[src/hw/rtl/phv_pkg.sv]
// Shared types, score constants and saturating score arithmetic for the
// profile HMM Viterbi scorer. No dependencies.
`timescale 1ns / 1ps

package phv_pkg;

  localparam int SCORE_W = 32;
  localparam int SYM_W   = 5;
  localparam int NODE_W  = 11;
  localparam int KIND_W  = 3;
  localparam int ACT_W   = 3;
  localparam int RC_W    = 16;
  localparam int LEN_W   = 11;

  typedef logic signed [SCORE_W-1:0] score_t;

  localparam score_t NEG_INF   = {1'b1, {(SCORE_W-1){1'b0}}};
  localparam score_t POS_LIMIT = {1'b0, {(SCORE_W-1){1'b1}}};

  typedef enum logic [ACT_W-1:0] {
    ACT_LOAD_TR  = 3'd0,
    ACT_LOAD_ME  = 3'd1,
    ACT_LOAD_IE  = 3'd2,
    ACT_LOAD_SP  = 3'd3,
    ACT_RESIDUE  = 3'd4
  } action_t;

  localparam logic [KIND_W-1:0] TR_M2M = 3'd0;
  localparam logic [KIND_W-1:0] TR_M2I = 3'd1;
  localparam logic [KIND_W-1:0] TR_M2D = 3'd2;
  localparam logic [KIND_W-1:0] TR_I2M = 3'd3;
  localparam logic [KIND_W-1:0] TR_I2I = 3'd4;
  localparam logic [KIND_W-1:0] TR_D2M = 3'd5;
  localparam logic [KIND_W-1:0] TR_D2D = 3'd6;
  localparam logic [KIND_W-1:0] TR_B2M = 3'd7;

  localparam logic [KIND_W-1:0] SP_NLOOP = 3'd0;
  localparam logic [KIND_W-1:0] SP_NMOVE = 3'd1;
  localparam logic [KIND_W-1:0] SP_ELOOP = 3'd2;
  localparam logic [KIND_W-1:0] SP_EMOVE = 3'd3;
  localparam logic [KIND_W-1:0] SP_CLOOP = 3'd4;
  localparam logic [KIND_W-1:0] SP_CMOVE = 3'd5;
  localparam logic [KIND_W-1:0] SP_JLOOP = 3'd6;
  localparam logic [KIND_W-1:0] SP_JMOVE = 3'd7;

  // Commands from the controller to the datapath.
  typedef struct packed {
    logic load_en;   // table or special load request
    logic cap;       // capture a residue request, k := 1
    logic init_q;    // query start: N, B, C, J
    logic rd;        // read tables and rows at node k
    logic add;       // transition sums
    logic fin;       // finish node k and write the row cells
    logic clr;       // write minus infinity at node k
    logic k_inc;
    logic end_e;     // E, J, C, N update
    logic end_b;     // B update and row count
    logic out_ld;    // load the result register
  } phv_cmd_t;

  typedef struct packed {
    logic rc_zero;
    logic first_row;
    logic k_is_len;
    logic k_is_max;
    logic last;
    logic out_busy;
  } phv_sts_t;

  function automatic score_t sadd(input score_t a, input score_t b);
    logic signed [SCORE_W:0] s;
    s = $signed({a[SCORE_W-1], a}) + $signed({b[SCORE_W-1], b});
    if (a == NEG_INF || b == NEG_INF) begin
      return NEG_INF;
    end else if (s > $signed({POS_LIMIT[SCORE_W-1], POS_LIMIT})) begin
      return POS_LIMIT;
    end else if (s <= $signed({NEG_INF[SCORE_W-1], NEG_INF})) begin
      return NEG_INF;
    end
    return s[SCORE_W-1:0];
  endfunction

  function automatic score_t smax(input score_t a, input score_t b);
    return (a > b) ? a : b;
  endfunction

endpackage

[src/hw/rtl/phv_ctrl.sv]
// Sequencing state machine of the Viterbi scorer: request intake, node sweep,
// clearing pass and special-state updates. Depends on phv_pkg.
`timescale 1ns / 1ps

module phv_ctrl (
  input  logic              clk,
  input  logic              rst_n,
  input  logic              in_fire,
  input  logic [2:0]        in_action,
  input  phv_pkg::phv_sts_t sts,
  output logic              in_ready,
  output phv_pkg::phv_cmd_t cmd
);
  import phv_pkg::*;

  typedef enum logic [8:0] {
    S_IDLE  = 9'b000000001,
    S_START = 9'b000000010,
    S_RD    = 9'b000000100,
    S_ADD   = 9'b000001000,
    S_FIN   = 9'b000010000,
    S_CLR   = 9'b000100000,
    S_ENDE  = 9'b001000000,
    S_ENDB  = 9'b010000000,
    S_OUT   = 9'b100000000
  } state_t;

  state_t state_r, state_nxt;

  assign in_ready = (state_r == S_IDLE);

  always_comb begin
    state_nxt = state_r;
    cmd = '0;
    unique case (state_r)
      S_IDLE: begin
        if (in_fire) begin
          if (in_action == ACT_RESIDUE) begin
            cmd.cap = 1'b1;
            state_nxt = sts.rc_zero ? S_START : S_RD;
          end else begin
            cmd.load_en = 1'b1;
          end
        end
      end
      S_START: begin
        cmd.init_q = 1'b1;
        state_nxt = S_RD;
      end
      S_RD: begin
        cmd.rd = 1'b1;
        state_nxt = S_ADD;
      end
      S_ADD: begin
        cmd.add = 1'b1;
        state_nxt = S_FIN;
      end
      S_FIN: begin
        cmd.fin = 1'b1;
        if (!sts.k_is_len) begin
          cmd.k_inc = 1'b1;
          state_nxt = S_RD;
        end else if (sts.first_row && !sts.k_is_max) begin
          // The first row of a query also wipes the nodes past the profile.
          cmd.k_inc = 1'b1;
          state_nxt = S_CLR;
        end else begin
          state_nxt = S_ENDE;
        end
      end
      S_CLR: begin
        cmd.clr = 1'b1;
        if (sts.k_is_max) begin
          state_nxt = S_ENDE;
        end else begin
          cmd.k_inc = 1'b1;
        end
      end
      S_ENDE: begin
        cmd.end_e = 1'b1;
        state_nxt = S_ENDB;
      end
      S_ENDB: begin
        cmd.end_b = 1'b1;
        state_nxt = sts.last ? S_OUT : S_IDLE;
      end
      S_OUT: begin
        if (!sts.out_busy) begin
          cmd.out_ld = 1'b1;
          state_nxt = S_IDLE;
        end
      end
      default: state_nxt = S_IDLE;
    endcase
  end

  always_ff @(posedge clk) begin
    if (!rst_n) begin
      state_r <= S_IDLE;
    end else begin
      state_r <= state_nxt;
    end
  end

endmodule

[config.mk]
export PLATFORM = sky130hd
export DESIGN_NAME = phv_ctrl
export DESIGN_NICKNAME = d
export VERILOG_FILES = /design/src/hw/rtl/phv_pkg.sv /design/src/hw/rtl/phv_ctrl.sv
export SDC_FILE = /design/constraint.sdc
export NUM_CORES = 1
export LEC_CHECK = 0
export CAP_MARGIN = 25
export CORE_UTILIZATION = 30
export CTS_CLUSTER_SIZE = 16
export DETAILED_ROUTE_END_ITERATION = 16
export DONT_BUFFER_PORTS = 1
export SYNTH_ARGS = -nofsm -noshare
export SYNTH_HDL_FRONTEND = slang
export SYNTH_SLANG_ARGS = --single-unit
[constraint.sdc]
create_clock -name clk -period 1.6 [get_ports clk]
set_input_delay 0.32 -clock clk [delete_from_list [all_inputs] [get_ports clk]]
set_output_delay 0.32 -clock clk [all_outputs]
set_load 0.01 [all_outputs]
==> metrics.cfg <==
[grt]
grt_pass1_vias=799
grt_pass1_wl_um=3740
grt.overflow.total=0
track_usage_pct=21.5
antenna_found_initial=0
grt_max_degree=7

[critical_path]
cp_max_fo=4
r2r_slack_ns=-0.01
regToRegEndpoint=state_r[6]
crit-reg2reg-launch=state_r[7]
cp-endpoint=cmd[2]
crit_path_end_kind=primary output
crit_arrival_ns=1.43
worstRegToRegCells=6
crit_path_start=state_r[0]
critPathKind=reg2out
worstPathRequired_ns=1.28
startpoint_type=flip-flop

[timing]
setup_viol=12
timing.final.crit_share_pct=109
relSlewSlack_pct=79.7
timing.final.ws_setup_ns=-0.150
finalHoldViolCount=0
slew_violations=0
whs_ns=0.111
fmax_mhz=571
period_minus_slack_ns=1.75
rsz0062_at_grt=yes
worstMarginPinSlew_ns=0.305
finClkSkew_ns=0.00661

[synthesis]
syn_area_um2=647
ys_seq_elements=9
synthFlopType=dfxtp_1
synth_area_leaders=dfxtp_1, nor2_1, and3_1
synth_edf_count=0
syn_area_per_cell_um2=7.70
synth_cell_types=33
ys_warn_count=0
yosysMostFrequentCell=nor2_1
netlist.top_cell.by_area=dfxtp_1
ys_top_cells_by_count=nor2_1, dfxtp_1, nand2_1, and3_1
syn_inst=84
mappedNetlistNets=96
synth_seq_area_share_pct=27.9
synthArstFlopShare_pct=0
netlist.area_leader.share_pct=27.9

[clock_tree]
clockRootBuffer=clkbuf_4
tritoncts=done
clock_sinks=9
path_clk_slew_ns=0.06
cts_hold_buf=0
clockBufferDepth=2
htree_num_levels=1
numCtsBuffers=3
clock_latency_ns=0.28

[place]
place_ws_ns=-0.0480
postPlaceCellArea_um2=838
dp.cells=130
portBuffers=0
gp_congestion=0.869
hpwl_um=1390

[floorplan]
ioPinCount=24
die_y_um=48.4
start_util_pct=32.3
fp-row-count=16
coreArea_um2=2000
dieArea_um2=2350
die_w_um=48.4

[cells_and_area]
largest_reg_flops=9
ff_latch_area_um2=206
final_cells=149
final_nets=135
drive_gt1_share_pct=66.4
syn_to_final_growth_pct=85.5
regMostFlops=state_r
post-route-util_pct=59.9
antenna_cells=0
largestRegisters=state_r: 9 flops
n_fill_cell=169
multi_input_area_um2=646
stdcell_area_um2=1200

[route]
drtIter0Drc=13
wirelength_um=2400
via_per_inst=5.36
num_vias=798
ant_nets=0
routedWlPerCell_um=16.1
first_pass_iters=4
drc_errors=0

[power_and_ir_drop]
p_leak_nw=0.476
irDropWorstVdd_uv=728
p_per_area_nw_per_um2=1020

[status]
outcome=complete, but fails checks
violations=negative setup slack

[hold_path]
hold_class=in2reg

[run]
cap_viol_max_count=0

stage by stage:
| stage | power, W | TNS [ns] |
|---|---|---|
| final | 0.00122 | -0.769 |
| after global routing | 0.00130 | -1.83 |
| after CTS | 0.00114 | -0.755 |
| after detailed placement | 0.000743 | -0.182 |
| after global placement | 0.000739 | -0.141 |
| after floorplan | 0.000537 | 0 |
timing repair:
action	4_1_cts	5_1_grt
gates resized for setup	41	17
gates cloned	0	0
pin swaps	10	14
endpoints found under the setup margin	15	16
setup buffers	12	6
where the power goes:
part	internal [W]	switching, W	total (W)
registers	0.000246	0.0000331	0.000279
clock network	0.0000928	0.0000938	0.000187
logic	0.000417	0.000338	0.000754
layout by cell type, fill, tap and decap left out, types with 2 or more instances in the layout:
master    count
nor4_2        2
nor2_4        4
nand2b_1      4
nand2_4       2
clkbuf_4      3
and3_1        2
and3_4        4
xor2_1        2
nor2b_4       2
nand2_1       5
nor2_2        3
dfxtp_4       6
inv_1         2
nor2_1        6
a21oi_1       3
nor3_1        2
buf_4        33
dfxtp_2       3
nor4b_2       2
a31oi_1       2
kinds of logic (layout without fill, tap and decap cells):
| group | count (synthesis) | in the layout | synth area share [%] |
|---|---|---|---|
| XOR/XNOR | 2 | 2 | 2.71 |
| flip-flops | 9 | 9 | 27.9 |
| AND/OR/NAND/NOR | 55 | 55 | 50.1 |
| buffers and inverters | 3 | 41 | 2.32 |
| AO/OA/AOI/OAI | 15 | 15 | 17.0 |
metal layers:
layer  share of wire (%)  track usage, %  vias up
li1                    -               -      389
met1                  45            26.0      374
met2                  47            33.3       29
met3                 5.3            6.92        6
met4                 2.5            12.3        0
met5                   0               0        -
worst min-delay path by stage:
stage               cells after the start          to  slack (ns)  startpoint
global placement                        1  state_r[0]        0.39       rst_n
floorplan                               1  state_r[0]        0.38       rst_n
finish                                  1  state_r[5]        0.11      sts[2]
CTS                                     1  state_r[0]        0.10       rst_n
global route                            1  state_r[5]        0.09      sts[2]
detailed placement                      1  state_r[0]        0.39       rst_n
critical path, stage by stage, from the launching register on:
cell and delay [ns]:
dfxtp_4 0.37, buf_4 0.15, nor2_2 0.13, nand3_2 0.12
nor3b_2 0.22, buf_4 0.16
cell type report:
cell class	instances	area share, %
Multi-Input combinational cell	72	53.8
Timing Repair Buffer	35	23.3
Inverter	2	0.626
Sequential cell	9	17.2
Tap cell	27	2.82
Clock inverter	1	0.417
Clock buffer	3	1.88
Note: power is estimated with default switching activity, not from simulation.
